$ cat src/rtl/esc_pkg.sv
package esc_pkg;

   localparam int unsigned AXES      = 3;
   localparam int unsigned VW        = 32;  // Q16.16 field width
   localparam int unsigned DW        = 33;  // exact difference width
   localparam int unsigned PW        = 66;  // signed product width
   localparam int unsigned NW        = 68;  // n2 and dot width
   localparam int unsigned QW        = 34;  // quotient width
   localparam int unsigned PPW       = 67;  // partial product width
   localparam int unsigned NUMW      = 101; // full numerator width
   localparam int unsigned SW        = 36;  // width of the sums before clipping
   localparam int unsigned ESC_LATENCY = 40; // accepting edge to result strobe cycle

   // item data that travels alongside the arithmetic
   typedef struct packed {
      logic [AXES-1:0][VW-1:0] v1;
      logic [AXES-1:0][VW-1:0] v2;
      logic [AXES-1:0]         qneg;
      logic                    coinc;
   } side_type;

   // divider state: shared denominator, partial remainders, and per axis a
   // register that shifts numerator bits out and quotient bits in
   typedef struct packed {
      logic [NW-1:0]             n2;
      logic [AXES-1:0][NW-1:0]   rem;
      logic [AXES-1:0][QW-1:0]   sh;
   } div_type;

endpackage

$ cat src/rtl/esc_div_step.sv
module esc_div_step
   import esc_pkg::*;
(
   input  logic     clock,
   input  logic     reset,
   input  logic     valid_in,
   input  div_type  div_in,
   input  side_type side_in,
   output logic     valid_ff,
   output div_type  div_ff,
   output side_type side_ff
);

   div_type div_in_n;

   // one restoring step on each axis
   always_comb begin
      logic [NW:0] trial;
      logic        ge;
      div_in_n    = div_in;
      for (int i = 0; i < AXES; i++) begin
         trial = {div_in.rem[i], div_in.sh[i][QW-1]};
         ge    = (trial >= {1'b0, div_in.n2});
         if (ge) begin
            trial = trial - {1'b0, div_in.n2};
         end
         div_in_n.rem[i] = trial[NW-1:0];
         div_in_n.sh[i]  = {div_in.sh[i][QW-2:0], ge};
      end
   end

   always_ff @(posedge clock) begin
      if (reset) begin
         valid_ff <= 1'b0;
      end else begin
         valid_ff <= valid_in;
      end
      div_ff  <= div_in_n;
      side_ff <= side_in;
   end

endmodule

$ cat config.mk
export PLATFORM = sky130hd
export DESIGN_NAME = esc_div_step
export DESIGN_NICKNAME = d
export VERILOG_FILES = /design/src/rtl/esc_pkg.sv /design/src/rtl/esc_div_step.sv
export SDC_FILE = /design/constraint.sdc
export NUM_CORES = 1
export LEC_CHECK = 0
export BUFFER_PORTS_ARGS = -buffer_cell sky130_fd_sc_hd__buf_4
export CAP_MARGIN = 40
export CORE_AREA = 10 10 438 440
export DETAILED_ROUTE_END_ITERATION = 10
export DIE_AREA = 0 0 448 450
export REMOVE_ABC_BUFFERS = 1
export SYNTH_ARGS = -nofsm -noshare
export SYNTH_HDL_FRONTEND = slang
export SYNTH_SLANG_ARGS = --single-unit
export TNS_END_PERCENT = 1
$ cat constraint.sdc
create_clock -name clock -period 3.65 [get_ports clock]
set_clock_uncertainty 0.2 [all_clocks]
set_input_delay 0.365 -clock clock [delete_from_list [all_inputs] [get_ports clock]]
set_output_delay 0.365 -clock clock [all_outputs]
set_load 0.01 [all_outputs]
-- After elaboration in Yosys (flattened, before gate mapping)
Index checks and enable logic that the tools add are counted.
- order comparisons: 3
- add/subtract/negate cells: 3
- mux-type cells: 3
- operators with widths (operator ; count):
    greater-or-equal comparator 69 x 68 -> 1 bit ; 3
    two-way mux 68 bit ; 3
    subtractor 68 bit ; 3
- logic and storage cells: 25
- output and inout port bits: 571
- bits of input ports: 573
- bits in registers: 571

-- Longest topological paths before layout
- word-level depth: 2
- gate-level depth with buffers: 16
- mapped depth without buffers: 13

-- Worst setup path before layout
Ideal clock, no wire load.
- path type: input-to-reg
- from: input port div_in[67] (netlist bit)
- to: register div_ff[230] (netlist bit)
- buffers on the path: 0
- stages on the path: 13
- setup slack: 299 ps
- library setup time: 120 ps
- data required time: 3330 ps
- arrival: 3031 ps
- cells stage by stage: inv_1 ha_1 fa_1 nand2b_1 a21o_1 a21oi_1 o311ai_0 a31o_2 a211oi_2 a221oi_2 o2111a_1 o211a_1 a211o_1
- RTL lines (element ; RTL line ; source):
    from (decl) ; esc_div_step.sv:7 ; input div_type div_in,
    to (signal assigned) ; esc_div_step.sv:38 ; div_ff <= div_in_n;
    to (decl) ; esc_div_step.sv:10 ; output div_type div_ff,

==> flow_summary.ini <==
[run_status]
outcome = finished, violations left
failed_checks = hold timing

[logic_synthesis]
synth.most_common_cell = dfxtp_1
async_reset_ff_share_pct = 0
yosysTopAreaCell = dfxtp_1
seq_area_frac_synth_pct = 43.56
synthCells = 2976
postSynthAreaPerCell_um2 = 8.818
synth_top_area_share_pct = 43.56
yosys-top-cells-area = dfxtp_1 (44%), ha_1 (9.7%), o21ai_0 (6.1%)
synth_ff_type = dfxtp_1
synth_edf_count = 0
synth_cell_type_count = 86
synth.cells.most_frequent = dfxtp_1 (571), nand2_1 (374), o21ai_0 (319)
ys_ff_latch = 571
yosys_warnings = 0
syn_area_um2 = 26240

[pwr]
switchingPower_mw = 7.657
pwr_density_cell_nw_per_um2 = 442.5
p_int_mw = 15.39
p_leak_nw = 24.23
comb_power_share_pct = 32.7
clkPwrFrac_pct = 35.6
vdd_ir_drop_max_mv = 0.3498
power_mw = 23.05
swShare_pct = 33.23
pwr-share-seq_pct = 31.7

[global_routing]
grt_start_max_net_pins = 42
grt_pass1_vias = 33880
grt_usage_pct = 19.51
grt_pass1_wl_um = 275100
grt-ovfl-total = 0
antenna_found_initial = 96

[cells_and_area]
drive_above_1_share_pct = 38.35
final_area_um2 = 52080
area_growth_pct = 98.48
stdcell_count = 7894
final_util_pct = 28.51
nets = 6190

[clock_tree]
cts_tree = built
clockBufferDepth = 3
clkTransAtPathRegs_ns = 0.06
h-tree-depth = 3
cts-root-buf = clkbuf_16
cts_buffers = 77
cts_sinks = 571

[die]
core_area_um2 = 182700
die_area_um2 = 201600
die_w_um = 448
num_rows = 157
initial_core_util_pct = 14.36
die_h_um = 450
pin_count = 1144

[placement]
pre_cts_ws_ns = -0.6959
gp_congestion = 0.9908
place_inst = 7137
dp_hpwl_um = 178500
placement.io_buffers = 1143
post_dp_cell_area_um2 = 43380

[route]
via_per_inst = 4.114
totalWireLength_um = 207200
first_pass_iters = 5
vias = 32470
drc_errors = 0
drt_iter0_markers = 1634
drt.antenna.violating_nets = 0
routedWlPerCell_um = 26.24

[sta]
hold_ws_ns = -0.3506
max-slew-margin-rel_pct = 46.89
worst_pin_slew_ns = 0.7884
hold_viol = 4
min_period_over_period_pct = 99.67
fmax_mhz = 274.9
tns_ns = 0
period_needed_ns = 3.638
slew_violations = 0
fin_ws_ns = 0.01204
rsz0062_at_grt = yes
setup_viol = 0

[run]
maxCapViolations = 0

[critical_path]
endpoint_kind = flip-flop
path_max_fanout = 3
cp-start-kind = input pin
cp.arrival_ns = 4.03
required_ns = 4.04
criticalPathCategory = input pin to flip-flop

[hold_path]
hold_class = input pin to flip-flop
-- power by group through the flow --
stage	Combinational [mW]	Clock (mW)	Sequential, mW
final	7.54	8.20	7.30
after global routing	8.02	8.66	7.35
after CTS	7.55	8.46	7.30
after detailed placement	6.92	0	7.42
after global placement	6.91	0	7.43
after floorplan	2.18	0	7.64
-- critical path: stages --
cell,delay (ns)
dlygate4sd3_1,0.54
buf_4,0.16
ha_1,0.30
a21o_1,0.19
a211o_1,0.32
o32a_1,0.42
a2bb2oi_1,0.16
buf_4,0.18
a221o_1,0.36
buf_12,0.15
buf_4,0.14
a21bo_2,0.20
buf_4,0.14
a21oi_1,0.15
xnor2_1,0.14
o21ai_0,0.10
-- cells by family after synthesis --
kind of cell    count (synthesis)  share of synthesized area [%]
compound gates                948                          22.00
buf+inv                       261                          3.977
flops                         571                          43.56
mux                            11                         0.4816
simple gates                  790                          13.76
fa+ha+maj                     207                          9.956
xor+xnor                      188                          6.275
-- state kept, by name, indices dropped and copies added (netlist names) --
| name | count |
|---|---|
| div_ff | 374 |
| side_ff | 196 |
| valid_ff | 1 |
-- worst paths after layout --
kind	startpoint	cells past startpoint	to
setup / recovery	div_in[111]	16	div_ff[153]
hold / removal	div_in[306]	1	div_ff[306]
-- metal layers --
layer	part of all wire [%]	GRT usage [%]	vias up
li1	-	-	15480
met1	38	21.21	15420
met2	50	35.15	1153
met3	5.8	4.348	380
met4	6.1	10.03	40
met5	0.13	0	-
-- repair_timing --
action,in CTS,in global routing
gates resized for setup,0,35
hold buffers,570,4
setup buffers,0,5
endpoints found under the setup margin,0,134
endpoints found under the hold margin,567,8
-- cells in the final DEF, fill, tap and decap left out, types with 21 or more instances in the layout --
cell	synthesis	final
o211ai_1	21	21
nor2_1	139	136
dfxtp_1	571	571
nand4_1	70	70
clkbuf_16	0	78
ha_1	204	201
a211oi_1	29	28
diode_2	0	38
xnor2_1	110	110
nand2_1	374	374
o21a_1	27	27
dlygate4sd3_1	0	573
a31oi_1	22	22
buf_4	1	1874
o21bai_1	47	47
buf_12	0	32
nor3_1	45	43
a21oi_1	264	260
nand2b_1	23	23
a21o_1	96	96
nand3_1	40	39
inv_1	133	132
o21ai_0	319	314
xor2_1	78	78
-- layout make-up --
class | count | area, µm²
sequential | 571 | 11430
clock buffer | 101 | 2158
timing repair buffer | 2482 | 20470
fill | 19390 | 130600
antenna | 38 | 95.09
tap | 2385 | 2984
multi-input combinational | 2144 | 13920
clock inverter | 39 | 521.8
inverter | 134 | 503.0
Power figures use the tool's default switching activity.
